[src/hw/rtl/rcmw_pkg.sv]
// Shared types, register map and constants for the mecanum wheel speed block.
package rcmw_pkg;

  localparam int CHANNEL_WIDTH_DEF = 12;
  localparam int EXT_W = 17;
  localparam int Q_BITS = 15;
  localparam int LANE_STAGES = Q_BITS + 2;
  localparam int ADDR_W = 5;

  localparam logic [9:0]  DEADZONE_RST  = 10'd20;
  localparam logic [10:0] FULL_RST      = 11'd820;
  localparam logic [10:0] THRESHOLD_RST = 11'd400;
  localparam logic [14:0] LOW_RST       = 15'd9830;
  localparam logic [14:0] MEDIUM_RST    = 15'd19661;
  localparam logic [14:0] HIGH_RST      = 15'd32767;
  localparam logic [13:0] RPM_RST       = 14'd8000;

  typedef enum logic [1:0] {
    DS_OFFLINE = 2'd0,
    DS_LOCKED  = 2'd1,
    DS_ENABLED = 2'd2
  } drive_state_t;

  typedef enum logic [1:0] {
    GEAR_LOW    = 2'd0,
    GEAR_MEDIUM = 2'd1,
    GEAR_HIGH   = 2'd2
  } gear_t;

  typedef enum logic [2:0] {
    REG_DEADZONE   = 3'd0,
    REG_FULL_SCALE = 3'd1,
    REG_THRESHOLD  = 3'd2,
    REG_LOW_LIMIT  = 3'd3,
    REG_MED_LIMIT  = 3'd4,
    REG_HIGH_LIMIT = 3'd5,
    REG_MOTOR_RPM  = 3'd6
  } reg_index_t;

  typedef struct packed {
    logic [9:0]  deadzone;
    logic [10:0] full;
    logic [13:0] rpm;
  } cfg_t;

  typedef struct packed {
    drive_state_t state;
    gear_t        gear;
    logic [14:0]  limit;
  } side_t;

endpackage

[src/hw/rtl/rcmw_desat_lane.sv]
// One wheel lane: pipelined proportional desaturation divide and rpm scaling.
module rcmw_desat_lane
  import rcmw_pkg::*;
(
  input  logic               clk,
  input  logic [LANE_STAGES-1:0] en,
  input  logic signed [17:0] wheel,
  input  logic [16:0]        max_abs,
  input  logic               desat,
  input  logic [14:0]        limit,
  input  logic [13:0]        rpm,
  output logic signed [14:0] wheel_rpm
);

  logic [16:0] a;
  logic [31:0] prod0;

  logic [16:0] r [0:Q_BITS];
  logic [14:0] lo [0:Q_BITS];
  logic [14:0] q [0:Q_BITS];
  logic [16:0] dvs [0:Q_BITS];
  logic [14:0] a15 [0:Q_BITS];
  logic neg [0:Q_BITS];
  logic ds [0:Q_BITS];

  logic [14:0] s;
  logic [28:0] p;
  logic [14:0] m;

  assign a = wheel[17] ? 17'(-wheel) : 17'(wheel);
  assign prod0 = a * limit;

  always_ff @(posedge clk) begin
    if (en[0]) begin
      r[0]   <= prod0[31:15];
      lo[0]  <= prod0[14:0];
      q[0]   <= '0;
      dvs[0] <= max_abs;
      a15[0] <= a[14:0];
      neg[0] <= wheel[17];
      ds[0]  <= desat;
    end
  end

  for (genvar j = 1; j <= Q_BITS; j++) begin : g_step
    logic [17:0] r2;
    logic ge;
    assign r2 = {r[j-1], lo[j-1][14]};
    assign ge = r2 >= {1'b0, dvs[j-1]};
    always_ff @(posedge clk) begin
      if (en[j]) begin
        r[j]   <= ge ? 17'(r2 - {1'b0, dvs[j-1]}) : r2[16:0];
        lo[j]  <= {lo[j-1][13:0], 1'b0};
        q[j]   <= {q[j-1][13:0], ge};
        dvs[j] <= dvs[j-1];
        a15[j] <= a15[j-1];
        neg[j] <= neg[j-1];
        ds[j]  <= ds[j-1];
      end
    end
  end

  assign s = ds[Q_BITS] ? q[Q_BITS] : a15[Q_BITS];
  assign p = s * rpm;
  assign m = {1'b0, p[28:15]};

  always_ff @(posedge clk) begin
    if (en[LANE_STAGES-1]) begin
      wheel_rpm <= neg[Q_BITS] ? -$signed(m) : $signed(m);
    end
  end

endmodule

[config.mk]
export PLATFORM = sky130hd
export DESIGN_NAME = rcmw_desat_lane
export DESIGN_NICKNAME = d
export VERILOG_FILES = /design/src/hw/rtl/rcmw_pkg.sv /design/src/hw/rtl/rcmw_desat_lane.sv
export SDC_FILE = /design/constraint.sdc
export NUM_CORES = 2
export LEC_CHECK = 0
export BUFFER_PORTS_ARGS = -buffer_cell sky130_fd_sc_hd__buf_4
export CORE_MARGIN = 2
export CORE_UTILIZATION = 38
export DETAILED_ROUTE_END_ITERATION = 10
export HOLD_SLACK_MARGIN = 0.12
export PLACE_DENSITY = 0.58
export RECOVER_POWER = 25
export SLEW_MARGIN = 30
export SYNTH_ARGS = -nofsm -noshare
export SYNTH_HDL_FRONTEND = slang
export SYNTH_SLANG_ARGS = --single-unit
[constraint.sdc]
create_clock -name clk -period 7.95 [get_ports clk]
set_input_delay 1.59 -clock clk [delete_from_list [all_inputs] [get_ports clk]]
set_output_delay 1.59 -clock clk [all_outputs]
set_load 0.02 [all_outputs]
# == Word-level counts from Yosys, hierarchy flattened ==
# Memories as Yosys holds them, arrays and structs flattened.
# Index checks and enable logic that the tools add are counted.
# op_classes
n_addsub,17
n_lt_le_gt_ge,15
n_mul,2
mux,50
# op_table
op,n
2-to-1 mux 17 bit,16
>= comparator 18 x 17 -> 1 bit,15
subtractor 17 bit,15
multiplier 17 x 15 -> 32 bit,1
2-to-1 mux 1 bit,32
multiplier 15 x 14 -> 29 bit,1
negation 17 bit,1
2-to-1 mux 15 bit,1
negation 14 -> 15 bit,1
2-to-1 mux 14 bit,1
# word_totals
input_bits,83
mem_count,7
mem_bits_rw,1296
out_inout_bits,15
ff_bits,15
# mem_list
memory,depth,width,rd,rd_ports_with_merged_regs,write_ports,line,rtl
dvs,16,17,15,0,16,rcmw_desat_lane.sv:21,logic [16:0] dvs [0:Q_BITS];
r,16,17,15,0,16,rcmw_desat_lane.sv:18,logic [16:0] r [0:Q_BITS];
a15,16,15,16,0,16,rcmw_desat_lane.sv:22,logic [14:0] a15 [0:Q_BITS];
lo,16,15,15,0,16,rcmw_desat_lane.sv:19,logic [14:0] lo [0:Q_BITS];
q,16,15,16,0,16,rcmw_desat_lane.sv:20,logic [14:0] q [0:Q_BITS];
ds,16,1,16,0,16,rcmw_desat_lane.sv:24,logic ds [0:Q_BITS];
1 more memories,-,-,-,-,-,-,

# == Logic depth before layout (Yosys ltp) ==
# An unclocked memory read counts as a cell.
# logic_depth
word_depth,5
mapped_depth,33

# == Worst setup path after synthesis ==
# OpenSTA, ideal clock, no wires.
# synth_timing
path_kind,input port to flip-flop
startpoint,input port wheel[8]
endpoint,"memory r[0][15], data pin"
t_required_ns,7.688
arrival_time_ns,8.219
setup_ns,0.262
path_buffers,1
cell_stages,28
setup_slack_ns,-0.531
path_cell_list,nor4_1 > nand3_1 > or3_1 > o31ai_1 > xnor2_1 > clkbuf_1 > nand2_1 > fa_1 > inv_1 > fa_1 > fa_1 > fa_1 > fa_1 > inv_1 > fa_1 > inv_1 > ha_1 > a21o_1 > a21o_1 > a21o_1 > a21o_1 > a21o_1 > a21oi_1 > a2bb2oi_1 > o311ai_0 > a31oi_1 > o21bai_1 > xor2_1
# synth_rtl
item,line,rtl
"start, declared",rcmw_desat_lane.sv:7,"input logic signed [17:0] wheel,"
"end, declared",rcmw_desat_lane.sv:18,

==> reports/qor.csv <==
stage,metric,value,unit
sta,slew_headroom,37.2,%
global_routing,grt.busiest_layer,met2,
yosys,synth-async-reset-ratio,0,%
sta,timing.final.hold_violations,0,
cells_and_area,area_delta_synth_final,12.9,%
cells_and_area,stdcell_count,7247,
cells_and_area,final_cell_mix,"edfxtp_1 (1037), inv_1 (737), ha_1 (438)",
place,hpwl,86500,um
run,max_cap_viol_count,0,
cells_and_area,antenna_cells,0,
yosys,ys_types,80,
yosys,synthSimpleGateAreaFrac,8.94,%
floorplan,start_util,38.3,%
clock_tree,h-tree-depth,3,
yosys,synth_cells,4824,
yosys,synth_warnings,0,
critical_path,worst-setup-path-type,primary input to flop,
cells_and_area,final_common_cell,edfxtp_1,
yosys,synth.area.mux_share,3.63,%
sta,timing.final.crit_share,97.3,%
yosys,netlist_area,60700,sq um
floorplan,rows,146,
place,io_buffers,97,
critical_path,reg2reg_depth,28,
route,ant_nets,0,
floorplan,ios,98,
clock_tree,clkTransAtPathRegs,0.06,ns
global_routing,overflow,0,
floorplan,core_area,159000,sq um
sta,fin_skew,0.0475,ns
floorplan,die_y,404,um
yosys,synthFlopType,edfxtp_1,
floorplan,die_area,163000,sq um
yosys,synth_fp_nets,5710,
critical_path,cp.arrival,8.18,ns
route,routed_wl,113000,um
critical_path,startpoint_type,primary input,
yosys,synth_compound_area_share,6.47,%
yosys,synth_edf_count,1037,
clock_tree,root_buffer,clkbuf_16,
cells_and_area,drive_gt1_share,12.8,%
sta,final.setup.tns,0,ns
clock_tree,cts.sinks,1037,
sta,fin_ws,0.215,ns
global_routing,grt_max_degree,67,
place,globalplace.congestion,0.873,
global_routing,grt_usage,14.0,%
place,post-place-ws,-0.609,ns
clock_tree,cts_made_buffers,105,
clock_tree,cts_hold_buf,0,
clock_tree,cts_tree,yes,
route,via_count,34900,
critical_path,required,8.39,ns
clock_tree,clk_latency,0.70,ns
sta,drv_slew,0,
yosys,yosysSeqAreaShare,51.3,%
global_routing,antenna_found_initial,1,
status,outcome,finished clean,
global_routing,use_met2,25.9,%
global_routing,grt_use_met1,16.7,%
sta,tightestPinTransition,0.930,ns
worst_hold_path,min_delay_path_depth,0,
global_routing,first_global_vias,36900,
sta,clock.fmax,129,MHz
route,drt-pass1-iter-count,5,
route,routedWlPerCell,15.5,um
global_routing,met3_usage,1.98,%
yosys,ys_seq_elements,1037,
critical_path,crit_path_end_kind,flop,
worst_hold_path,hold_path.class,flop to flop,
sta,finalSetupViolations,0,
route,avgViaCountPerCell,4.82,
route,drcViolationCount,0,
yosys,yosys.area_share.adder,21.0,%
yosys,synth_top_family_by_area,adder cells,
yosys,avgSynthCellArea,12.6,sq um
yosys,synthXorXnorAreaFrac,3.43,%
cells_and_area,multi_input_area,26700,sq um
place,dpl.cell_count,7051,
critical_path,critPathMaxFanout,5,
route,drt-initial-drc-count,1463,
cells_and_area,fillers,14500,
floorplan,die_w,404,um
cells_and_area,layout.area.seq,31100,sq um
sta,period_minus_slack,7.73,ns
sta,whs,0.380,ns
global_routing,grt_pass1_wl,186000,um
clock_tree,clk_path_buf_depth,3,
cells_and_area,final_net_count,5977,
==> cell families (layout without fill, tap and decap cells) <==
kind of cell | after synthesis | after routing
flip-flops | 1037 | 1037
AO/OA/AOI/OAI | 604 | 604
multiplexers | 198 | 198
AND/OR/NAND/NOR | 1097 | 1097
buffers and inverters | 847 | 1198
XOR/XNOR | 238 | 238
adder cells (fa/ha/maj) | 803 | 803
==> critical path: stages <==
cell      delay, ns
buf_4          0.12
nor3_4         0.25
buf_4          0.16
nand2_2        0.07
o41ai_4        0.33
xnor2_2        0.16
and2_1         0.17
fa_1           0.49
inv_1          0.06
fa_1           0.53
inv_1          0.05
fa_1           0.54
fa_1           0.45
fa_1           0.55
inv_1          0.06
fa_1           0.53
inv_1          0.04
ha_2           0.18
or4_1          0.49
a21oi_1        0.20
o21bai_2       0.13
a311oi_2       0.30
buf_4          0.18
o311ai_1       0.09
a31oi_1        0.20
o21bai_1       0.11
xor2_1         0.14
==> final timing paths <==
check | startpoint | endpoint | slack [ns]
worst max-delay path | wheel[4] | r[0][15]$_DFFE_PP_ | 0.22
worst min-delay path | lo[0][55]$_DFFE_PP_ | lo[0][71]$_DFFE_PP_ | 0.38
worst max register to register | ds[15]$_DFFE_PP_ | wheel_rpm[12]$_DFFE_PP_ | 0.39
worst min register to register | lo[0][55]$_DFFE_PP_ | lo[0][71]$_DFFE_PP_ | 0.38
==> synthesized netlist by cell type (39+ instances only) <==
cell type,number,area (sq um)
inv_1,738,2770
nand2_1,378,1420
mux2_2,167,1880
nor2_1,172,646
nor2b_1,50,313
edfxtp_1,1037,31100
a21o_1,95,713
xor2_1,83,727
nand2b_1,39,244
o21ai_0,94,470
a21oi_1,170,851
ha_1,444,5560
xnor2_1,155,1360
clkbuf_1,93,349
and2_1,233,1460
nand4_1,44,275
fa_1,359,7190
nor3_1,56,280
o21ai_1,41,205
==> per-layer routing <==
layer  part of all wire, %  vias to the layer above
met3                   2.9                      216
met2                    53                      489
met5                 0.011                        -
met4                   2.9                        2
met1                    41                    17100
li1                      -                    17100
==> repair_timing <==
action,CTS,global route
endpoints found under the hold margin,0,0
buffers inserted,0,5
endpoints found under the setup margin,0,15
resized for setup,0,15
==> registers in the layout, summed over array words and instances (netlist names) <==
name,flops
neg,16
a15,240
q,120
r,255
wheel_rpm,15
dvs,255
lo,120
ds,16
==> stage by stage <==
| stage | cell area [sq um] | util (%) |
|---|---|---|
| after global placement | 65100 | 41.0 |
| after floorplan | 60900 | - |
| after detailed placement | 65100 | 41.1 |
| after CTS | 68400 | 43.2 |
| after global routing | 68600 | 43.2 |
| final | 68600 | 43.2 |
==> final cells by class <==
class                           count  area share, %
Inverter                          738           4.04
Tap cell                         2072           3.78
Timing Repair Buffer              269           3.00
Clock buffer                      124           3.94
Sequential cell                  1037           45.4
Clock inverter                     67          0.887
Multi-Input combinational cell   2940           38.9
Power is left out: the tool's default activity adds up to more than one toggle a clock period on the data nets, which glitch-free logic cannot reach.
