### config.mk
export PLATFORM = sky130hd
export DESIGN_NAME = rcmw_norm_lane
export DESIGN_NICKNAME = d
export VERILOG_FILES = /design/src/hw/rtl/rcmw_pkg.sv /design/src/hw/rtl/rcmw_norm_lane.sv
export SDC_FILE = /design/constraint.sdc
export NUM_CORES = 1
export LEC_CHECK = 0
export BUFFER_PORTS_ARGS = -buffer_cell sky130_fd_sc_hd__buf_2
export CAP_MARGIN = 10
export CORE_ASPECT_RATIO = 1.2
export CORE_UTILIZATION = 30
export DETAILED_ROUTE_END_ITERATION = 7
export GPL_ROUTABILITY_DRIVEN = 0
export GPL_TIMING_DRIVEN = 0
export PLACE_DENSITY = 0.57
export SYNTH_ARGS = -nofsm -noshare
export SYNTH_HDL_FRONTEND = slang
export SYNTH_SLANG_ARGS = --single-unit
### constraint.sdc
create_clock -name clk -period 7.6 [get_ports clk]
set_input_delay 0 -clock clk [delete_from_list [all_inputs] [get_ports clk]]
set_output_delay 0 -clock clk [all_outputs]
set_load 0.02 [all_outputs]
### src/hw/rtl/rcmw_pkg.sv
// Shared types, register map and constants for the mecanum wheel speed block.
package rcmw_pkg;

  localparam int CHANNEL_WIDTH_DEF = 12;
  localparam int EXT_W = 17;
  localparam int Q_BITS = 15;
  localparam int LANE_STAGES = Q_BITS + 2;
  localparam int ADDR_W = 5;

  localparam logic [9:0]  DEADZONE_RST  = 10'd20;
  localparam logic [10:0] FULL_RST      = 11'd820;
  localparam logic [10:0] THRESHOLD_RST = 11'd400;
  localparam logic [14:0] LOW_RST       = 15'd9830;
  localparam logic [14:0] MEDIUM_RST    = 15'd19661;
  localparam logic [14:0] HIGH_RST      = 15'd32767;
  localparam logic [13:0] RPM_RST       = 14'd8000;

  typedef enum logic [1:0] {
    DS_OFFLINE = 2'd0,
    DS_LOCKED  = 2'd1,
    DS_ENABLED = 2'd2
  } drive_state_t;

  typedef enum logic [1:0] {
    GEAR_LOW    = 2'd0,
    GEAR_MEDIUM = 2'd1,
    GEAR_HIGH   = 2'd2
  } gear_t;

  typedef enum logic [2:0] {
    REG_DEADZONE   = 3'd0,
    REG_FULL_SCALE = 3'd1,
    REG_THRESHOLD  = 3'd2,
    REG_LOW_LIMIT  = 3'd3,
    REG_MED_LIMIT  = 3'd4,
    REG_HIGH_LIMIT = 3'd5,
    REG_MOTOR_RPM  = 3'd6
  } reg_index_t;

  typedef struct packed {
    logic [9:0]  deadzone;
    logic [10:0] full;
    logic [13:0] rpm;
  } cfg_t;

  typedef struct packed {
    drive_state_t state;
    gear_t        gear;
    logic [14:0]  limit;
  } side_t;

endpackage

### src/hw/rtl/rcmw_norm_lane.sv
// One axis lane: deadzone, clamp, pipelined Q0.15 normalization and limit scaling.
module rcmw_norm_lane
  import rcmw_pkg::*;
#(
  parameter int CHANNEL_WIDTH = CHANNEL_WIDTH_DEF
) (
  input  logic                            clk,
  input  logic [LANE_STAGES-1:0]          en,
  input  logic signed [CHANNEL_WIDTH-1:0] stick,
  input  logic                            active,
  input  logic [14:0]                     limit,
  input  cfg_t                            cfg,
  output logic signed [15:0]              cmd
);

  logic signed [EXT_W-1:0] x;
  logic [EXT_W-1:0] mag;
  logic [EXT_W-1:0] magc;
  logic [10:0] dv;
  logic [10:0] num;
  logic degen;
  logic zero0;
  logic sat0;

  logic [10:0] r [0:Q_BITS];
  logic [14:0] q [0:Q_BITS];
  logic [14:0] lim [0:Q_BITS];
  logic neg [0:Q_BITS];
  logic zero [0:Q_BITS];
  logic sat [0:Q_BITS];

  logic [14:0] n;
  logic [29:0] prod;
  logic [15:0] c;

  assign x = EXT_W'(stick);
  assign mag = x[EXT_W-1] ? EXT_W'(-x) : EXT_W'(x);
  assign dv = cfg.full - 11'(cfg.deadzone);
  assign degen = cfg.full <= {1'b0, cfg.deadzone};
  assign magc = (mag > EXT_W'(cfg.full)) ? EXT_W'(cfg.full) : mag;
  assign num = 11'(magc - EXT_W'(cfg.deadzone));
  assign zero0 = !active || (mag <= EXT_W'(cfg.deadzone));
  assign sat0 = degen || (num >= dv);

  always_ff @(posedge clk) begin
    if (en[0]) begin
      r[0]    <= num;
      q[0]    <= '0;
      lim[0]  <= limit;
      neg[0]  <= x[EXT_W-1];
      zero[0] <= zero0;
      sat[0]  <= sat0;
    end
  end

  for (genvar j = 1; j <= Q_BITS; j++) begin : g_step
    logic [11:0] r2;
    logic ge;
    assign r2 = {r[j-1], 1'b0};
    assign ge = r2 >= {1'b0, dv};
    always_ff @(posedge clk) begin
      if (en[j]) begin
        r[j]    <= ge ? 11'(r2 - {1'b0, dv}) : r2[10:0];
        q[j]    <= {q[j-1][13:0], ge};
        lim[j]  <= lim[j-1];
        neg[j]  <= neg[j-1];
        zero[j] <= zero[j-1];
        sat[j]  <= sat[j-1];
      end
    end
  end

  assign n = sat[Q_BITS] ? 15'h7FFF : q[Q_BITS];
  assign prod = n * lim[Q_BITS];
  assign c = {1'b0, prod[29:15]};

  always_ff @(posedge clk) begin
    if (en[LANE_STAGES-1]) begin
      if (zero[Q_BITS]) begin
        cmd <= '0;
      end else begin
        cmd <= neg[Q_BITS] ? -$signed(c) : $signed(c);
      end
    end
  end

endmodule

== Word level (Yosys, flattened, before mapping) ==
Memories as Yosys holds them, arrays and structs flattened.
Cells that the tools add are included.

* $mul: 1
* Eq/ne operators: 0
* Div/mod/pow operators: 0
* Add/sub/neg operators: 19
* Bitwise gates (word level): 1
* Multiplexer cells: 51
* Magnitude comparators: 19
* Reductions and logical operators: 4
* Shift-type cells: 0

{| class="wikitable"
|+ Operator list
! operator !! number
|-
| greater-or-equal comparator 12 x 11 -> 1 bit || 15
|-
| two-way mux 11 bit || 16
|-
| subtractor 11 bit || 15
|-
| two-way mux 1 bit || 32
|-
| multiplier 15 x 15 -> 30 bit || 1
|-
| two-way mux 15 bit || 2
|-
| subtractor 11 x 10 -> 11 bit || 2
|-
| greater-than comparator 17 x 11 -> 1 bit || 1
|-
| <= comparator 17 x 10 -> 1 bit || 1
|-
| two-way mux 17 bit || 1
|-
| negator 12 -> 17 bit || 1
|-
| negator 15 -> 16 bit || 1
|-
| greater-or-equal comparator 11 bit || 1
|-
| <= comparator 11 x 10 -> 1 bit || 1
|-
| logical OR 1 bit || 2
|-
| OR reduction 2 bit || 1
|-
| logical NOT 1 bit || 1
|-
| NOT 1 bit || 1
|}

* Output and inout port bits: 16
* Word-level logic and storage cells: 103
* Latch bits: 0
* Memories: 6
* Input bits: 81
* Memory bits (writable): 704
* ROM bits: 0
* Flip-flop bits (word level): 16

{| class="wikitable"
|+ Memories
! name !! depth !! width !! read ports !! clocked after memory_dff !! wr ports !! RTL line !! text
|-
| lim || 16 || 15 || 16 || 0 || 16 || rcmw_norm_lane.sv:27 || <nowiki>logic [14:0] lim [0:Q_BITS];</nowiki>
|-
| q || 16 || 15 || 16 || 0 || 16 || rcmw_norm_lane.sv:26 || <nowiki>logic [14:0] q [0:Q_BITS];</nowiki>
|-
| r || 16 || 11 || 15 || 0 || 16 || rcmw_norm_lane.sv:25 || <nowiki>logic [10:0] r [0:Q_BITS];</nowiki>
|-
| neg || 16 || 1 || 16 || 0 || 16 || rcmw_norm_lane.sv:28 || <nowiki>logic neg [0:Q_BITS];</nowiki>
|-
| sat || 16 || 1 || 16 || 0 || 16 || rcmw_norm_lane.sv:30 || <nowiki>logic sat [0:Q_BITS];</nowiki>
|-
| zero || 16 || 1 || 16 || 0 || 16 || rcmw_norm_lane.sv:29 || <nowiki>logic zero [0:Q_BITS];</nowiki>
|}

== Logic depth before layout (Yosys ltp) ==
* Depth in word-level cells: 7
* Gate-level depth with buffers: 34
* Mapped depth without buffers: 32

== Worst setup path after synthesis ==
Ideal clock, no wire load.

* Path type: register to register
* Start point: memory sat[15][0] (netlist: sat[1][7])
* End point: register cmd[13] (data pin)
* Buffers on the path: 2
* Library setup time: 262 ps
* Setup slack: 74 ps
* Required time: 7338 ps
* Arrival: 7264 ps
* Clock period less this slack: 7526 ps
* Stages on the path, launching flop included: 28
* Path through: edfxtp_1 -> clkbuf_1 -> or2_2 -> clkbuf_1 -> and2_1 -> fa_1 -> inv_1 -> fa_1 -> inv_1 -> fa_1 -> inv_1 -> fa_1 -> inv_1 -> fa_1 -> inv_1 -> fa_1 -> inv_1 -> ha_1 -> a21oi_1 -> o21ai_1 -> nor4_2 -> o21ai_2 -> a21o_1 -> a221o_1 -> xor2_1 -> or4b_4 -> o21ai_1 -> mux2_1

{| class="wikitable"
|+ RTL lines
! what !! RTL line !! text
|-
| from (decl) || rcmw_norm_lane.sv:30 ||
|-
| to (signal assigned) || rcmw_norm_lane.sv:82 || <nowiki>cmd <= neg[Q_BITS] ? -$signed(c) : $signed(c);</nowiki>
|-
| to (decl) || rcmw_norm_lane.sv:13 || <nowiki>output logic signed [15:0] cmd</nowiki>
|}

==> flow_metrics.env <==
export IMPL_status="finished, final reports clean"
export IMPL_final_common_cell="edfxtp_1"
export IMPL_cts_buffers=67
export IMPL_cp_max_fo=5
export IMPL_path_clk_slew_ns=0.06
export IMPL_finalSetupViolCount=0
export IMPL_die_w_um=313
export IMPL_startpoint_type="flip-flop"
export IMPL_cts_tree="yes"
export IMPL_grt_use_total_pct=11.7
export IMPL_synth_edf_count=589
export IMPL_crit_type="reg2reg"
export IMPL_clock_root_buffer="clkbuf_16"
export IMPL_hp_class="in2reg"
export IMPL_fp_dieArea_um2=118000
export IMPL_cpMostUsedCell="fa_1"
export IMPL_htree_num_levels=3
export IMPL_slew_viol_final=0
export IMPL_core_um2=115000
export IMPL_post_route_cell_area_um2=40700
export IMPL_crit_slowest_cell="or4b_4"
export IMPL_first_global_vias=21167
export IMPL_whs_path_depth=1
export IMPL_synth_top_area_share_pct=50.6
export IMPL_rows=136
export IMPL_synthArstFlopShare_pct=0
export IMPL_drt_initial_drc_count=781
export IMPL_rsz0062_at_grt="true"
export IMPL_fin_nets=3489
export IMPL_reg2regPathDepth=28
export IMPL_synth_area_um2=34900
export IMPL_boundaryPins=97
export IMPL_gr_total_overflow=0
export IMPL_routedWlPerCell_um=15.2
export IMPL_num_fill_cells=11317
export IMPL_whs_ns=0.0241
export IMPL_drive_gt1_share_pct=14.7
export IMPL_yosys_area_top_type="edfxtp_1"
export IMPL_hold_viol=0
export IMPL_synth_cells=2702
export IMPL_final_util_pct=35.4
export IMPL_io_buffers=82
export IMPL_critical_path_endpoint_type="flip-flop"
export IMPL_ys_seq_elements=589
export IMPL_die_y_um=376
export IMPL_max_slew_margin_pct=18.6
export IMPL_max_freq_mhz=132
export IMPL_antenna_found_initial=3
export IMPL_dp_final_hpwl_um=51300
export IMPL_clock_latency_ns=0.62
export IMPL_dr_pass1_iters=5
export IMPL_grt_pass1_wl_um=111000
export IMPL_start_util_pct=30.4
export IMPL_skew_ns=0.0418
export IMPL_maxCapViolCount=0
export IMPL_area_delta_synth_final_pct=16.6
export IMPL_avgSynthCellArea_um2=12.9
export IMPL_final_cell_mix="edfxtp_1 (589), inv_1 (325), ha_1 (300)"
export IMPL_synthTopCellsByArea="edfxtp_1 (51%), ha_1 (11%), fa_1 (10%)"
export IMPL_cp_required_ns=7.92
export IMPL_vias=20102
export IMPL_drc=0
export IMPL_synth_nets=3274
export IMPL_final_min_clock_period_ns=7.60
export IMPL_post_route_period_util_pct=100
export IMPL_cp_arrival_ns=7.92
export IMPL_avgViaCountPerCell=4.48
export IMPL_grt_max_degree=44
export IMPL_seq_area_frac_synth_pct=50.6
export IMPL_ant_nets=0
export IMPL_ys_types=57
export IMPL_tightest_slew_ns=1.22
export IMPL_yosys_warnings=0
export IMPL_placed_area_um2=37500
export IMPL_cts_sinks=589
export IMPL_critPathMaxStageDelay_ns=0.58
export IMPL_synth_flop_cell="edfxtp_1"
export IMPL_cts_path_max_buffers=3
export IMPL_wl_um=68200
-- worst paths after layout --
path / slack, ns / start / end
setup / recovery: 0.002 / sat[1][7] / cmd[13]
hold / removal: 0.02 / en[5] / lim[0][77]
setup reg to reg: 0.002 / sat[1][7] / cmd[13]
hold reg to reg: 0.41 / q[1][55] / q[1][71]
-- flip-flops by register name (all words and copies together) (netlist names) --
| name | flops |
|---|---|
| zero | 16 |
| sat | 16 |
| cmd | 16 |
| q | 120 |
| lim | 240 |
| neg | 16 |
| r | 165 |
-- kinds of logic (layout without fill, tap and decap cells) --
group                      Yosys count  after routing  share of synthesized area, %
muxes                              130            130                          4.18
and+or+nand+nor                    500            500                          7.45
DFF                                589            589                          50.6
adders and majority gates          491            491                          21.5
xor gates and xnor gates           160            160                          4.01
AOI/OAI and AO/OA                  445            445                          8.05
buffers and inverters              387            655                          4.16
other                                0              1                             0
-- cells in the mapped netlist, types with 3 or more instances --
cell type and instances:
a21boi_0 4, nor2_1 89, nand3_1 11, xnor2_1 132, nor3_1 19, o21bai_1 74, mux2_2 126, o41ai_1 14
buf_1 16, or4_1 3, or2_2 14, nor2b_1 54, o31ai_1 23, or3_1 4, nand4_1 39, o21a_1 19
a21o_1 51, a21oi_1 158, xor2_1 28, edfxtp_1 589, fa_1 182, nor4_1 4, a211oi_1 7, and3_1 3
inv_1 330, nand2b_1 13, mux2i_1 3, a211o_1 3, and2_1 117, ha_1 309, clkbuf_1 41, o21ai_0 67
o21ai_1 4, nand2_1 120, o211ai_1 3
-- stage by stage --
| stage | std cells | TNS, ns | setup slack (ns) |
|---|---|---|---|
| 6_report | 4489 | 0 | 0.00167 |
| 5_1_grt | 4489 | -1.35 | -0.267 |
| 4_1_cts | 4471 | -0.208 | -0.121 |
| 3_5_place_dp | 4310 | -6.87 | -0.925 |
| 3_3_place_gp | 4302 | -5.75 | -0.828 |
| 2_1_floorplan | 2702 | 0 | 0.0740 |
-- metal layers --
| metal | wire length (um) | share of wire (%) | track usage [%] | up-vias |
|---|---|---|---|---|
| met5 | 22 | 0.032 | 0 | - |
| met4 | 1970 | 2.9 | 3.81 | 4 |
| met3 | 1920 | 2.8 | 1.82 | 119 |
| met2 | 35700 | 52 | 21.9 | 292 |
| met1 | 28600 | 42 | 13.5 | 9696 |
| li1 | - | - | - | 9991 |
-- worst max-delay path: cells and delay by family (launching register included) --
family	cells	cell delay, ns
flip-flops	1	0.46
XOR/XNOR	1	0.18
buffers and inverters	9	0.73
AND/OR/NAND/NOR	6	1.50
AO/OA/AOI/OAI	4	0.83
adder cells (fa/ha/maj)	7	3.29
multiplexers	1	0.31
-- what timing repair did --
action	in CTS	in global routing
resized for setup	76	51
hold buffers	26	0
endpoints found under the hold margin	220	0
endpoints found under the setup margin	14	10
pin swaps	17	27
setup buffers	14	16
cloned	1	1
-- layout make-up --
class / instances / area [um^2] / share of cell area, %
Timing Repair Buffer: 148 / 1120 / 2.75
Multi-Input combinational cell: 1726 / 16300 / 39.9
Buffer: 55 / 314 / 0.771
Clock inverter: 42 / 489 / 1.20
Inverter: 330 / 1240 / 3.04
Tap cell: 1518 / 1900 / 4.66
Sequential cell: 589 / 17700 / 43.4
Antenna cell: 1 / 2.50 / 0.00614
Clock buffer: 80 / 1730 / 4.24
Power is left out: the tool's default activity adds up to more than one toggle a clock period on the data nets, which glitch-free logic cannot reach.
