--- config.mk ---
export PLATFORM = sky130hd
export DESIGN_NAME = rcmw_mix
export DESIGN_NICKNAME = d
export VERILOG_FILES = /design/src/hw/rtl/rcmw_pkg.sv /design/src/hw/rtl/rcmw_mix.sv
export SDC_FILE = /design/constraint.sdc
export NUM_CORES = 1
export LEC_CHECK = 0
export ABC_CLOCK_PERIOD_IN_PS = 22200
export BUFFER_PORTS_ARGS = -buffer_cell sky130_fd_sc_hd__buf_2
export CORE_ASPECT_RATIO = 0.9
export CORE_UTILIZATION = 40
export DETAILED_ROUTE_END_ITERATION = 10
export GPL_TIMING_DRIVEN = 0
export HOLD_SLACK_MARGIN = 0.08
export MAX_ROUTING_LAYER = met4
export PLACE_DENSITY = 0.68
export REMOVE_ABC_BUFFERS = 1
export SLEW_MARGIN = 20
export SYNTH_ARGS = -nofsm -noshare
export SYNTH_HDL_FRONTEND = slang
export SYNTH_SLANG_ARGS = --single-unit
--- constraint.sdc ---
create_clock -name clk -period 22.2 [get_ports clk]
set_input_delay 4.44 -clock clk [delete_from_list [all_inputs] [get_ports clk]]
set_output_delay 4.44 -clock clk [all_outputs]
set_load 0.005 [all_outputs]
--- src/hw/rtl/rcmw_pkg.sv ---
// Shared types, register map and constants for the mecanum wheel speed block.
package rcmw_pkg;

  localparam int CHANNEL_WIDTH_DEF = 12;
  localparam int EXT_W = 17;
  localparam int Q_BITS = 15;
  localparam int LANE_STAGES = Q_BITS + 2;
  localparam int ADDR_W = 5;

  localparam logic [9:0]  DEADZONE_RST  = 10'd20;
  localparam logic [10:0] FULL_RST      = 11'd820;
  localparam logic [10:0] THRESHOLD_RST = 11'd400;
  localparam logic [14:0] LOW_RST       = 15'd9830;
  localparam logic [14:0] MEDIUM_RST    = 15'd19661;
  localparam logic [14:0] HIGH_RST      = 15'd32767;
  localparam logic [13:0] RPM_RST       = 14'd8000;

  typedef enum logic [1:0] {
    DS_OFFLINE = 2'd0,
    DS_LOCKED  = 2'd1,
    DS_ENABLED = 2'd2
  } drive_state_t;

  typedef enum logic [1:0] {
    GEAR_LOW    = 2'd0,
    GEAR_MEDIUM = 2'd1,
    GEAR_HIGH   = 2'd2
  } gear_t;

  typedef enum logic [2:0] {
    REG_DEADZONE   = 3'd0,
    REG_FULL_SCALE = 3'd1,
    REG_THRESHOLD  = 3'd2,
    REG_LOW_LIMIT  = 3'd3,
    REG_MED_LIMIT  = 3'd4,
    REG_HIGH_LIMIT = 3'd5,
    REG_MOTOR_RPM  = 3'd6
  } reg_index_t;

  typedef struct packed {
    logic [9:0]  deadzone;
    logic [10:0] full;
    logic [13:0] rpm;
  } cfg_t;

  typedef struct packed {
    drive_state_t state;
    gear_t        gear;
    logic [14:0]  limit;
  } side_t;

endpackage

--- src/hw/rtl/rcmw_mix.sv ---
// Merge stage: mixes three axis commands into four wheels and finds the largest magnitude.
module rcmw_mix
  import rcmw_pkg::*;
(
  input  logic               clk,
  input  logic [1:0]         en,
  input  logic signed [15:0] cmd_vx,
  input  logic signed [15:0] cmd_vy,
  input  logic signed [15:0] cmd_wz,
  input  logic [14:0]        limit,
  output logic signed [17:0] wheel [4],
  output logic [16:0]        max_abs,
  output logic               desat
);

  logic signed [17:0] vx, vy, wz;
  logic signed [17:0] wa [4];
  logic [16:0] ab [4];
  logic [16:0] m01, m23, mx;

  assign vx = 18'(cmd_vx);
  assign vy = 18'(cmd_vy);
  assign wz = 18'(cmd_wz);

  always_ff @(posedge clk) begin
    if (en[0]) begin
      wa[0] <= vx - vy - wz;
      wa[1] <= vx + vy + wz;
      wa[2] <= vx + vy - wz;
      wa[3] <= vx - vy + wz;
    end
  end

  always_comb begin
    for (int i = 0; i < 4; i++) begin
      ab[i] = wa[i][17] ? 17'(-wa[i]) : 17'(wa[i]);
    end
    m01 = (ab[0] > ab[1]) ? ab[0] : ab[1];
    m23 = (ab[2] > ab[3]) ? ab[2] : ab[3];
    mx  = (m01 > m23) ? m01 : m23;
  end

  always_ff @(posedge clk) begin
    if (en[1]) begin
      wheel   <= wa;
      max_abs <= mx;
      desat   <= mx > {2'b0, limit};
    end
  end

endmodule

Word-level counts from Yosys, hierarchy flattened
Cells that the tools add are included.
{"block": "totals", "latch_bits": 0, "ram_bits": 0, "out_inout_bits": 90, "mem_bits_ro": 0, "word_cells": 31, "inputBits": 66, "memories": 0, "register_bits": 162}
{"block": "op_classes", "n_div": 0, "eq_ne": 0, "n_reduce_logical": 0, "n_shift": 0, "add_sub_neg": 10, "multipliers": 0, "muxes": 7, "bitwise": 0, "magnitude_cmp": 4}
{"operator": "2-to-1 mux 17 bit", "count": 7}
{"operator": "negation 17 bit", "count": 4}
{"operator": "> comparator 17 bit", "count": 3}
{"operator": "adder 17 x 16 -> 18 bit", "count": 2}
{"operator": "subtractor 17 x 16 -> 18 bit", "count": 2}
{"operator": "adder 16 x 16 -> 17 bit", "count": 1}
{"operator": "> comparator 17 x 15 -> 1 bit", "count": 1}
{"operator": "subtractor 16 x 16 -> 17 bit", "count": 1}

Depth between registers and ports, before layout
Gate-level depths: netlist of the first run.
{"block": "logic_depth", "ltp_word": 7, "mapped_depth": 37, "depth_no_buf": 34}

Least setup slack after synthesis of the first run
No wires, ideal clock.
{"block": "synth_path", "path_kind": "input -> register", "startpoint": "in cmd_vx[0]", "endpoint": "reg wa[69] (netlist name) (data pin)", "setup_time_ns": 0.269, "arrival_ns": 7.686, "required_time_ns": 21.931, "n_path_buf": 1, "setup_slack_ns": 14.245, "cell_stages": 19, "path_cell_list": "inv_1 ha_1 inv_1 fa_1 a21oi_1 o211ai_1 a31oi_1 nor2_1 o21a_1 nor2_1 xnor2_1 ha_1 clkbuf_1 and3_1 a21oi_1 o31ai_1 o41a_1 a2111oi_0 nor3_1"}
{"block": "synth_between", "elab_chain_cells": 2}
{"item": "from (decl)", "line": "rcmw_mix.sv:7", "rtl": "input logic signed [15:0] cmd_vx,"}
{"item": "subtractor 16 x 16 -> 17 bit", "line": "rcmw_mix.sv:27", "rtl": "wa[0] <= vx - vy - wz;"}
{"item": "subtractor 17 x 16 -> 18 bit", "line": "rcmw_mix.sv:27"}
{"item": "to (decl)", "line": "rcmw_mix.sv:17", "rtl": "logic signed [17:0] wa [4];"}
No other way between the ends.
A chain may end at the register's enable or synchronous reset.

Worst setup path in the final report of the first run
{"block": "layout_path", "startpoint": "reg wa[36] (netlist name)", "endpoint": "reg desat (data pin)"}
{"block": "layout_between", "elab_chain_cells": 7}
{"item": "negation 17 bit", "line": "rcmw_mix.sv:36", "rtl": "ab[i] = wa[i][17] ? 17'(-wa[i]) : 17'(wa[i]);"}
{"item": "2-to-1 mux 17 bit (*)", "line": "rcmw_mix.sv:36"}
{"item": "> comparator 17 bit", "line": "rcmw_mix.sv:38", "rtl": "m01 = (ab[0] > ab[1]) ? ab[0] : ab[1];"}
{"item": "2-to-1 mux 17 bit (*)", "line": "rcmw_mix.sv:38"}
{"item": "> comparator 17 bit", "line": "rcmw_mix.sv:40", "rtl": "mx = (m01 > m23) ? m01 : m23;"}
{"item": "2-to-1 mux 17 bit (*)", "line": "rcmw_mix.sv:40"}
{"item": "via mx[1]", "line": "rcmw_mix.sv:19", "rtl": "logic [16:0] m01, m23, mx;"}
{"item": "> comparator 17 x 15 -> 1 bit (*)", "line": "rcmw_mix.sv:47", "rtl": "desat <= mx > {2'b0, limit};"}
{"item": "to (signal assigned)", "line": "rcmw_mix.sv:47"}
{"item": "to (decl)", "line": "rcmw_mix.sv:13", "rtl": "output logic desat"}
Mark *: on every way through the listed nets, which the timed path passes. The rest lies on a longest branch.

==> flow_metrics.env, run 1 <==
export IMPL_synth_edf_count=158
export IMPL_p_leak_nw=6.279
export IMPL_clock_fmax_mhz=119.4
export IMPL_syn_inst=1270
export IMPL_vdd_drop_max_mv=0.1102
export IMPL_setup_viol=0
export IMPL_final_setup_tns_ns=0
export IMPL_vias_per_cell=5.280
export IMPL_yosysMostFrequentCell="ha_1"
export IMPL_synthesis_area_um2=12700
export IMPL_slowest_stage="edfxtp_1"
export IMPL_tritoncts="done"
export IMPL_hold_buffers=0
export IMPL_rsz0062_at_grt="false"
export IMPL_grt_usage_pct=19.61
export IMPL_r2r_cells=34
export IMPL_finClkSkew_ns=0.01037
export IMPL_status="finished, final reports clean"
export IMPL_ant_nets=0
export IMPL_ys_ff_latch=158
export IMPL_grt_max_degree=62
export IMPL_antenna_found_initial=0
export IMPL_dr_pass1_iters=5
export IMPL_cts_sinks=158
export IMPL_end_kind="register"
export IMPL_placementRows=61
export IMPL_core_um2=31060
export IMPL_whs_ns=0.4715
export IMPL_vias=9651
export IMPL_holdPathStages=0
export IMPL_clockBufferDepth=2
export IMPL_synthArstFlopShare_pct=0
export IMPL_wl_per_cell_um=16.92
export IMPL_dieArea_um2=32460
export IMPL_n_antenna_cell=0
export IMPL_drt_initial_drc_count=676
export IMPL_cp_max_fo=14
export IMPL_hold_violations=0
export IMPL_initial_core_util_pct=40.87
export IMPL_drc=0
export IMPL_fin_crit_ns=8.379
export IMPL_gp_congestion=0.9139
export IMPL_crit_type="register to register"
export IMPL_h_tree_depth=4
export IMPL_ys_warn_count=0
export IMPL_die_h_um=171.0
export IMPL_final_layout_size_suffix_gt1_share_pct=16.28
export IMPL_synth_top_cell_by_area="edfxtp_1"
export IMPL_yosysSeqAreaShare_pct=37.37
export IMPL_slew_headroom_pct=34.54
export IMPL_synth_ff_type="edfxtp_1"
export IMPL_synthToLayoutAreaGrowth_pct=14.52
export IMPL_cp_start_kind="register"
export IMPL_worstMarginPinSlew_ns=0.9782
export IMPL_syn_avg_cell_area_um2=9.998
export IMPL_clock_latency_ns=0.43
export IMPL_numCtsBuffers=17
export IMPL_worstPathArrival_ns=8.54
export IMPL_drv_slew=0
export IMPL_synth_distinct_cells=63
export IMPL_grt_overflow=0
export IMPL_grt_pass1_wl_um=47910
export IMPL_clockRootBuffer="clkbuf_16"
export IMPL_cp_slowest_stage_delay_ns=0.55
export IMPL_synth_top_cell_area_share_pct=37.37
export IMPL_maxCapViolations=0
export IMPL_grt_pass1_vias=9283
export IMPL_clk_pin_slew_ns=0.07
export IMPL_power_density_nw_per_um2=153.3
export IMPL_synthTopCellsByArea="edfxtp_1 37%, ha_1 17%, xnor2_1 5.7%"
export IMPL_post_cts_buffers=0
export IMPL_io_pins=156
export IMPL_netlist_top_cells_count="170 x ha_1, 158 x edfxtp_1, 135 x inv_1, 95 x a21oi_1, 82 x xnor2_1"
export IMPL_die_width_um=189.8
export IMPL_min_period_over_period_pct=37.74
export IMPL_layout_nets=1648
export IMPL_postCtsResizedCells=0
export IMPL_critPathRequiredTime_ns=22.36
export IMPL_dp_hpwl_um=25560
export IMPL_hold_class="register to register"
export IMPL_drt_wl_total_um=30930
export IMPL_portBuffers=155
-- layer usage --
| layer | wire (um) | GRT usage [%] | vias up |
|---|---|---|---|
| met5 | 0 | - | - |
| met3 | 1458 | 2.297 | 27 |
| met4 | 412 | 4.488 | 0 |
| met2 | 14150 | 31.80 | 252 |
| li1 | - | - | 4888 |
| met1 | 14910 | 26.18 | 4484 |
-- final cells by class --
| type | count | area [um2] |
|---|---|---|
| Fill cell | 2925 | 16520 |
| Sequential cell | 158 | 4745 |
| Inverter | 135 | 506.7 |
| Clock buffer | 18 | 429.2 |
| Multi-Input combinational cell | 934 | 7291 |
| Tap cell | 409 | 511.7 |
| Clock inverter | 14 | 192.7 |
| Timing Repair Buffer | 160 | 865.8 |
-- sequential cells by signal, summed over array words and instances (netlist names) --
signal   count
wa          70
wheel       70
max_abs     17
desat        1
-- placed cells by master, fill, tap and decap left out, types with 8 or more instances in the layout --
master / instances
inv_1: 135
nor2b_1: 15
edfxtp_1: 158
o31ai_1: 31
nor3_1: 29
a21o_1: 18
o41ai_1: 11
xnor2_1: 82
ha_1: 170
nor2_1: 79
o21ai_0: 48
nand4_1: 16
xor2_1: 58
a211oi_1: 13
nand2b_1: 20
buf_2: 153
or3_1: 16
mux2_2: 16
clkbuf_16: 17
a21oi_1: 95
nand3_1: 17
nor4_1: 10
mux2i_1: 14
a311oi_1: 12
nand2_1: 50
or4_1: 8
o21a_1: 12
o21bai_1: 12
-- logic make-up (layout without fill, tap and decap cells) --
| group | Yosys count | count (layout) | synth area share (%) |
|---|---|---|---|
| mux | 30 | 30 | 2.523 |
| buf+inv | 178 | 327 | 5.351 |
| simple gates | 286 | 286 | 11.45 |
| flops | 158 | 158 | 37.37 |
| compound gates | 302 | 302 | 15.95 |
| xor+xnor | 140 | 140 | 9.657 |
| fa+ha+maj | 176 | 176 | 17.70 |
-- per-stage QoR --
| stage | cells | instance area, um2 | power (mW) | util, % | setup WS [ns] |
|---|---|---|---|---|---|
| after floorplan | 1227 | 12520 | 1.490 | - | 14.23 |
| after global placement | 1791 | 13810 | 1.832 | 44.46 | 12.65 |
| after detailed placement | 1796 | 13920 | 1.910 | 44.81 | 13.49 |
| after CTS | 1828 | 14540 | 2.230 | 46.81 | 13.82 |
| after global routing | 1828 | 14540 | 2.406 | 46.81 | 13.31 |
| final | 1828 | 14540 | 2.230 | 46.81 | 13.82 |
-- where the power goes --
part           total, mW  switching (mW)  internal (mW)
Combinational       1.36           0.762          0.594
Clock              0.309           0.127          0.182
Sequential         0.565          0.0860          0.479
-- final timing paths --
path | from | endpoint | slack [ns]
hold reg to reg | wa[55] | wheel[55] | 0.47
setup / recovery | wa[36] | desat | 13.82
setup reg to reg | wa[36] | desat | 13.82
hold / removal | wa[55] | wheel[55] | 0.47
-- critical path: cells and delay by family (launching register included) --
kind | cells | cell delay [ns]
fa+ha+maj | 4 | 1.12
flops | 1 | 0.55
compound gates | 14 | 2.97
xor+xnor | 1 | 0.24
mux | 2 | 0.55
simple gates | 7 | 1.72
buf+inv | 6 | 0.92
(Power assumes the default switching activity.)
==> run 2: changes to the inputs <==
--- a/config.mk
+++ b/config.mk
@@ -5,7 +5,7 @@
 export SDC_FILE = /design/constraint.sdc
 export NUM_CORES = 1
 export LEC_CHECK = 0
-export ABC_CLOCK_PERIOD_IN_PS = 22200
+export ABC_CLOCK_PERIOD_IN_PS = 8790
 export BUFFER_PORTS_ARGS = -buffer_cell sky130_fd_sc_hd__buf_2
 export CORE_ASPECT_RATIO = 0.9
 export CORE_UTILIZATION = 40
==> constraint.sdc (replaced) <==
create_clock -name clk -period 8.79 [get_ports clk]
set_input_delay 1.758 -clock clk [delete_from_list [all_inputs] [get_ports clk]]
set_output_delay 1.758 -clock clk [all_outputs]
set_load 0.005 [all_outputs]
==> run 2 against run 1 <==
- clock skew is 0.00082 ns higher
- first-iteration DRC count is 9.3% higher
- clock power grew to 2.5 times the previous value
- sequential cell count stayed put
- wire length is 0.25% lower
- largest power group unchanged
- highest routed layer unchanged
==> flow_metrics.env, run 2 (same netlist as run 1, synthesis figures left out) <==
export IMPL_place_inst=1796
export IMPL_post_cts_buffers=0
export IMPL_dr_pass1_iters=5
export IMPL_synthToLayoutAreaGrowth_pct=14.59
export IMPL_drt_initial_drc_count=739
export IMPL_ant_nets=0
export IMPL_setup_viol=0
export IMPL_wl_per_cell_um=16.88
export IMPL_end_kind="register"
export IMPL_numCtsBuffers=17
export IMPL_grt_pass1_vias=9283
export IMPL_drt_wl_total_um=30850
export IMPL_h_tree_depth=4
export IMPL_hold_violations=0
export IMPL_worstMarginPinSlew_ns=0.8804
export IMPL_r2r_cells=33
export IMPL_grt_usage_pct=19.61
export IMPL_final_layout_size_suffix_gt1_share_pct=16.42
export IMPL_dieArea_um2=32460
export IMPL_final_core_util_pct=46.84
export IMPL_clockRootBuffer="clkbuf_16"
export IMPL_crit_type="register to register"
export IMPL_hold_buffers=0
export IMPL_fin_cells=1828
export IMPL_cp_slowest_stage_delay_ns=0.55
export IMPL_vdd_drop_max_mv=0.2794
export IMPL_clock_fmax_mhz=120.3
export IMPL_worst_path_buf_inv=6
export IMPL_dp_slack_ns=0.4981
export IMPL_gp_congestion=0.9139
export IMPL_holdPathStages=0
export IMPL_power_density_nw_per_um2=387.2
export IMPL_status="finished, final reports clean"
export IMPL_critPathRequiredTime_ns=8.95
export IMPL_min_period_over_period_pct=94.57
export IMPL_final_cell_mix="170 x ha_1, 158 x edfxtp_1, 153 x buf_2"
export IMPL_postCtsResizedCells=0
export IMPL_slowest_stage="edfxtp_1"
export IMPL_n_fill_cell=2923
export IMPL_antenna_found_initial=0
export IMPL_fin_ws_ns=0.4774
export IMPL_grt_overflow=0
export IMPL_die_h_um=171.0
export IMPL_fin_crit_ns=8.313
export IMPL_portBuffers=155
export IMPL_p_leak_nw=6.280
export IMPL_io_pins=156
export IMPL_clk_pin_slew_ns=0.07
export IMPL_crit_cells=33
export IMPL_layout_nets=1648
export IMPL_clock_latency_ns=0.43
export IMPL_core_um2=31060
export IMPL_final_setup_tns_ns=0
export IMPL_tritoncts="done"
export IMPL_die_width_um=189.8
export IMPL_cts_sinks=158
export IMPL_grt_pass1_wl_um=47910
export IMPL_dp_hpwl_um=25560
export IMPL_slew_headroom_pct=41.09
export IMPL_worstPathArrival_ns=8.47
export IMPL_path_delay_family="compound AO/OA/AOI/OAI gates"
export IMPL_drv_slew=0
export IMPL_maxCapViolations=0
export IMPL_finalPower_mw=5.634
export IMPL_n_antenna_cell=0
export IMPL_vias_per_cell=5.304
export IMPL_vias=9695
export IMPL_initial_core_util_pct=40.87
export IMPL_largestRegisters="wa x70, wheel x70, max_abs x17"
export IMPL_cp_start_kind="register"
export IMPL_placementRows=61
export IMPL_cp_max_fo=14
export IMPL_grt_max_degree=62
export IMPL_hold_class="register to register"
export IMPL_clockBufferDepth=2
export IMPL_rsz0062_at_grt="false"
export IMPL_layout_commonest_cell="ha_1"
export IMPL_drc=0
export IMPL_finClkSkew_ns=0.01118
[run 2: final timing paths]
kind	slack [ns]	from	endpoint
setup reg to reg	0.48	wa[36]	desat
setup / recovery	0.48	wa[36]	desat
hold reg to reg	0.47	wa[55]	wheel[55]
hold / removal	0.47	wa[55]	wheel[55]
[run 2: layout make-up]
class / count / area (um2) / share of cell area (%)
Timing Repair Buffer: 160 / 865.8 / 5.951
Clock buffer: 18 / 429.2 / 2.950
Tap cell: 409 / 511.7 / 3.517
Clock inverter: 14 / 192.7 / 1.324
Sequential cell: 158 / 4745 / 32.61
Multi-Input combinational cell: 934 / 7300 / 50.17
Inverter: 135 / 506.7 / 3.483
[run 2: metrics by stage]
stage | cell area, um2 | hold WS (ns)
CTS | 14540 | 0.4691
floorplan | 12520 | 0.4429
finish | 14550 | 0.4714
detailed placement | 13920 | 0.4537
global placement | 13810 | 0.4583
global route | 14550 | 0.4850
[run 2: power breakdown]
part | internal, mW | leakage, nW | switching, mW
clock | 0.460 | 0.308 | 0.320
combinational | 1.50 | 4.43 | 1.92
sequential | 1.21 | 1.54 | 0.216
total | 3.17 | 6.28 | 2.46
[run 2: metal layers]
metal,vias up,track usage (%),routed length [um],share of wire [%]
met1,4521,26.18,14750,48
met4,0,4.488,376,1.2
li1,4895,-,-,-
met5,-,-,0,0
met3,25,2.297,1529,5.0
met2,254,31.80,14200,46
[run 2: worst register-to-register path, delay by kind of cell (launching register included)]
kind / cells / cell delay (ns)
DFF: 1 / 0.55
adders and majority gates: 4 / 1.11
muxes: 2 / 0.61
AOI/OAI and AO/OA: 13 / 2.83
buffers and inverters: 6 / 0.93
xor gates and xnor gates: 1 / 0.24
and+or+nand+nor: 7 / 1.76
==> run 3: changes to the inputs <==
--- a/config.mk
+++ b/config.mk
@@ -5,15 +5,15 @@
 export SDC_FILE = /design/constraint.sdc
 export NUM_CORES = 1
 export LEC_CHECK = 0
+export ABC_AREA = 1
 export ABC_CLOCK_PERIOD_IN_PS = 8790
 export BUFFER_PORTS_ARGS = -buffer_cell sky130_fd_sc_hd__buf_2
 export CORE_ASPECT_RATIO = 0.9
 export CORE_UTILIZATION = 40
 export DETAILED_ROUTE_END_ITERATION = 10
-export GPL_TIMING_DRIVEN = 0
 export HOLD_SLACK_MARGIN = 0.08
 export MAX_ROUTING_LAYER = met4
-export PLACE_DENSITY = 0.68
+export PLACE_DENSITY = 0.67
 export REMOVE_ABC_BUFFERS = 1
 export SLEW_MARGIN = 20
 export SYNTH_ARGS = -nofsm -noshare
==> run 3 against run 2 <==
- design area rose by 6.3%
- worst hold slack got worse by 0.0078 ns
- sequential power about the same
- setup slack improved by 1.7 ns
- critical path depth is 8 higher
- die area grew 8.2%
- maximum frequency up 25%
==> flow_metrics.env, run 3 <==
export IMPL_synth_top_cell_by_area="edfxtp_1"
export IMPL_met1_usage_pct=31.51
export IMPL_clockRootBuffer="clkbuf_16"
export IMPL_rsz0062_at_grt="false"
export IMPL_grt_pass1_wl_um=62630
export IMPL_hold_buffers=0
export IMPL_synthArstFlopShare_pct=0
export IMPL_comb_power_share_pct=64.1
export IMPL_numCtsBuffers=17
export IMPL_synthXorXnorAreaFrac_pct=8.411
export IMPL_clock_latency_ns=0.44
export IMPL_p_sw_share_pct=51.09
export IMPL_synthToLayoutAreaGrowth_pct=12.56
export IMPL_yosysSeqAreaShare_pct=34.52
export IMPL_crit_type="register to register"
export IMPL_p_int_mw=2.983
export IMPL_path_common_cell="nand2_1"
export IMPL_drt_initial_drc_count=926
export IMPL_power_switching_mw=3.115
export IMPL_grt_overflow=0
export IMPL_setup_viol=0
export IMPL_dp_hpwl_um=33840
export IMPL_p_seq_share_pct=23.9
export IMPL_initial_core_util_pct=40.58
export IMPL_dr_pass1_iters=5
export IMPL_synthesis_area_um2=13740
export IMPL_end_kind="register"
export IMPL_use_met3_pct=2.471
export IMPL_io_pins=156
export IMPL_largestRegisters="wa x70, wheel x70, max_abs x17"
export IMPL_final_setup_tns_ns=0
export IMPL_place_area_um2=14900
export IMPL_finClkSkew_ns=0.01483
export IMPL_synth_ff_type="edfxtp_1"
export IMPL_drv_slew=0
export IMPL_clock_fmax_mhz=150.5
export IMPL_layout_nets=2088
export IMPL_hp_start="wa[1]"
export IMPL_grt_max_degree=71
export IMPL_tritoncts="done"
export IMPL_synth_top_cell_area_share_pct=34.52
export IMPL_synth_distinct_cells=48
export IMPL_n_antenna_cell=0
export IMPL_critPathRequiredTime_ns=8.98
export IMPL_holdPathStages=0
export IMPL_post_cts_buffers=0
export IMPL_ys_ff_latch=158
export IMPL_gp_congestion=0.9586
export IMPL_whs_ns=0.4636
export IMPL_cp_start_kind="register"
export IMPL_status="finished, final reports clean"
export IMPL_power_density_nw_per_um2=394.1
export IMPL_synth_top_family_by_area="simple AND/OR/NAND/NOR gates"
export IMPL_die_width_um=197.4
export IMPL_gr_usage_met2_pct=39.19
export IMPL_yosys_area_share_simple_pct=21.68
export IMPL_core_um2=33870
export IMPL_drc=0
export IMPL_min_period_over_period_pct=75.59
export IMPL_reg2reg_to="desat"
export IMPL_syn_inst=1709
export IMPL_layout_commonest_cell="nand2_1"
export IMPL_ant_nets=0
export IMPL_antenna_found_initial=0
export IMPL_r2r_cells=41
export IMPL_synthTopCellsByArea="edfxtp_1 35%, ha_1 15%, nand2_1 10%"
export IMPL_hold_class="register to register"
export IMPL_placementRows=64
export IMPL_synth_compound_area_share_pct=10.43
export IMPL_worstMarginPinSlew_ns=0.9198
export IMPL_vias_per_cell=5.080
export IMPL_clk_pin_slew_ns=0.07
export IMPL_grt_usage_pct=24.24
export IMPL_drt_wl_total_um=40250
export IMPL_die_h_um=177.9
export IMPL_cts_sinks=158
export IMPL_dieArea_um2=35110
export IMPL_netlist_top_cells_count="381 x nand2_1, 241 x inv_1, 170 x ha_1, 158 x edfxtp_1, 139 x nor2_1"
export IMPL_synth_adder_area_share_pct=16.35
export IMPL_syn_avg_cell_area_um2=8.042
export IMPL_maxCapViolations=0
export IMPL_r2r_slack_ns=2.15
export IMPL_fin_crit_ns=6.644
export IMPL_h_tree_depth=4
export IMPL_p_leak_nw=7.564
export IMPL_vdd_drop_max_mv=0.2512
export IMPL_cp_slowest_stage_delay_ns=0.50
export IMPL_cp_max_fo=21
export IMPL_clockBufferDepth=2
export IMPL_synth_mux_area_share_pct=0.2913
export IMPL_synth_edf_count=158
export IMPL_ys_warn_count=0
export IMPL_design_area_um2=15470
export IMPL_final_cell_mix="381 x nand2_1, 241 x inv_1, 170 x ha_1"
export IMPL_slew_headroom_pct=38.68
export IMPL_hold_end="wheel[1]"
export IMPL_yosysMostFrequentCell="nand2_1"
export IMPL_n_fill_cell=3353
export IMPL_worstPathArrival_ns=6.84
export IMPL_grt_pass1_vias=11420
export IMPL_portBuffers=155
export IMPL_grt_busiest_layer="met2"
export IMPL_timing_rr_start="wa[0]"
export IMPL_postCtsResizedCells=0
export IMPL_slowest_stage="edfxtp_1"
export IMPL_final_layout_size_suffix_gt1_share_pct=11.67
export IMPL_wl_per_cell_um=17.34
export IMPL_pwr_share_clk_pct=12.0
export IMPL_hold_violations=0
export IMPL_vias=11790
run 3: cell count changes in the layout (fill, tap and decap cells not counted), moves of 15 or more:
cell,before,now
inv_1,135,241
mux2_2,16,0
nand2_1,50,381
nand2b_1,20,0
nand3_1,17,102
nor2_1,78,139
nor2b_1,15,0
o31ai_1,31,4
or3_1,16,0
xnor2_1,82,15
xor2_1,58,117
run 3: worst max-delay path by stage:
stage / start / end / slack [ns] / depth (start not counted)
after floorplan: wa[0] / desat / 3.34 / 41
after global placement: wa[0] / desat / 2.37 / 41
after detailed placement: wa[0] / desat / 2.15 / 41
after CTS: wa[0] / desat / 2.16 / 41
after global routing: wa[0] / desat / 1.23 / 42
final: wa[0] / desat / 2.15 / 41
run 3: cells by family after synthesis:
| logic type | after synthesis |
|---|---|
| AOI/OAI and AO/OA | 250 |
| adders and majority gates | 176 |
| buffers and inverters | 285 |
| and+or+nand+nor | 704 |
| xor gates and xnor gates | 132 |
| DFF | 158 |
| muxes | 4 |
run 3: area by class of cell:
class / count / area [um2] / area share, %
clock buffer: 17 / 425.4 / 2.750
clock inverter: 15 / 150.1 / 0.9705
inverter: 246 / 923.4 / 5.968
multi-input combinational: 1266 / 7856 / 50.78
sequential: 158 / 4745 / 30.67
tap: 462 / 578.1 / 3.736
timing repair buffer: 157 / 793.3 / 5.127
run 3: power groups by stage:
stage	logic (mW)	registers [mW]	clock network [mW]
after floorplan	2.72	1.38	0
after global placement	3.82	1.47	0
after detailed placement	3.90	1.47	0
after CTS	3.91	1.46	0.749
after global routing	4.47	1.48	0.770
final	3.91	1.46	0.733
run 3: per-layer routing:
metal	wire, um	up-vias
met4	1211	0
li1	-	5946
met1	18540	5429
met2	18680	357
met5	0	-
met3	1815	59
run 3: through the flow:
step	utilization, %	worst slack [ns]	total power, mW	cells
after CTS	45.67	2.157	6.119	2321
after global placement	43.98	2.375	5.286	2289
final	45.67	2.146	6.098	2321
after floorplan	-	3.343	4.100	1670
after detailed placement	43.98	2.149	5.371	2289
after global routing	45.67	1.226	6.725	2321
run 3: critical path, delay by kind of cell (launching register included):
| kind | cells | cell delay [ns] |
|---|---|---|
| adder cells (fa/ha/maj) | 4 | 1.11 |
| AO/OA/AOI/OAI | 5 | 0.96 |
| buffers and inverters | 7 | 1.11 |
| AND/OR/NAND/NOR | 24 | 2.57 |
| flip-flops | 1 | 0.50 |
| XOR/XNOR | 1 | 0.13 |
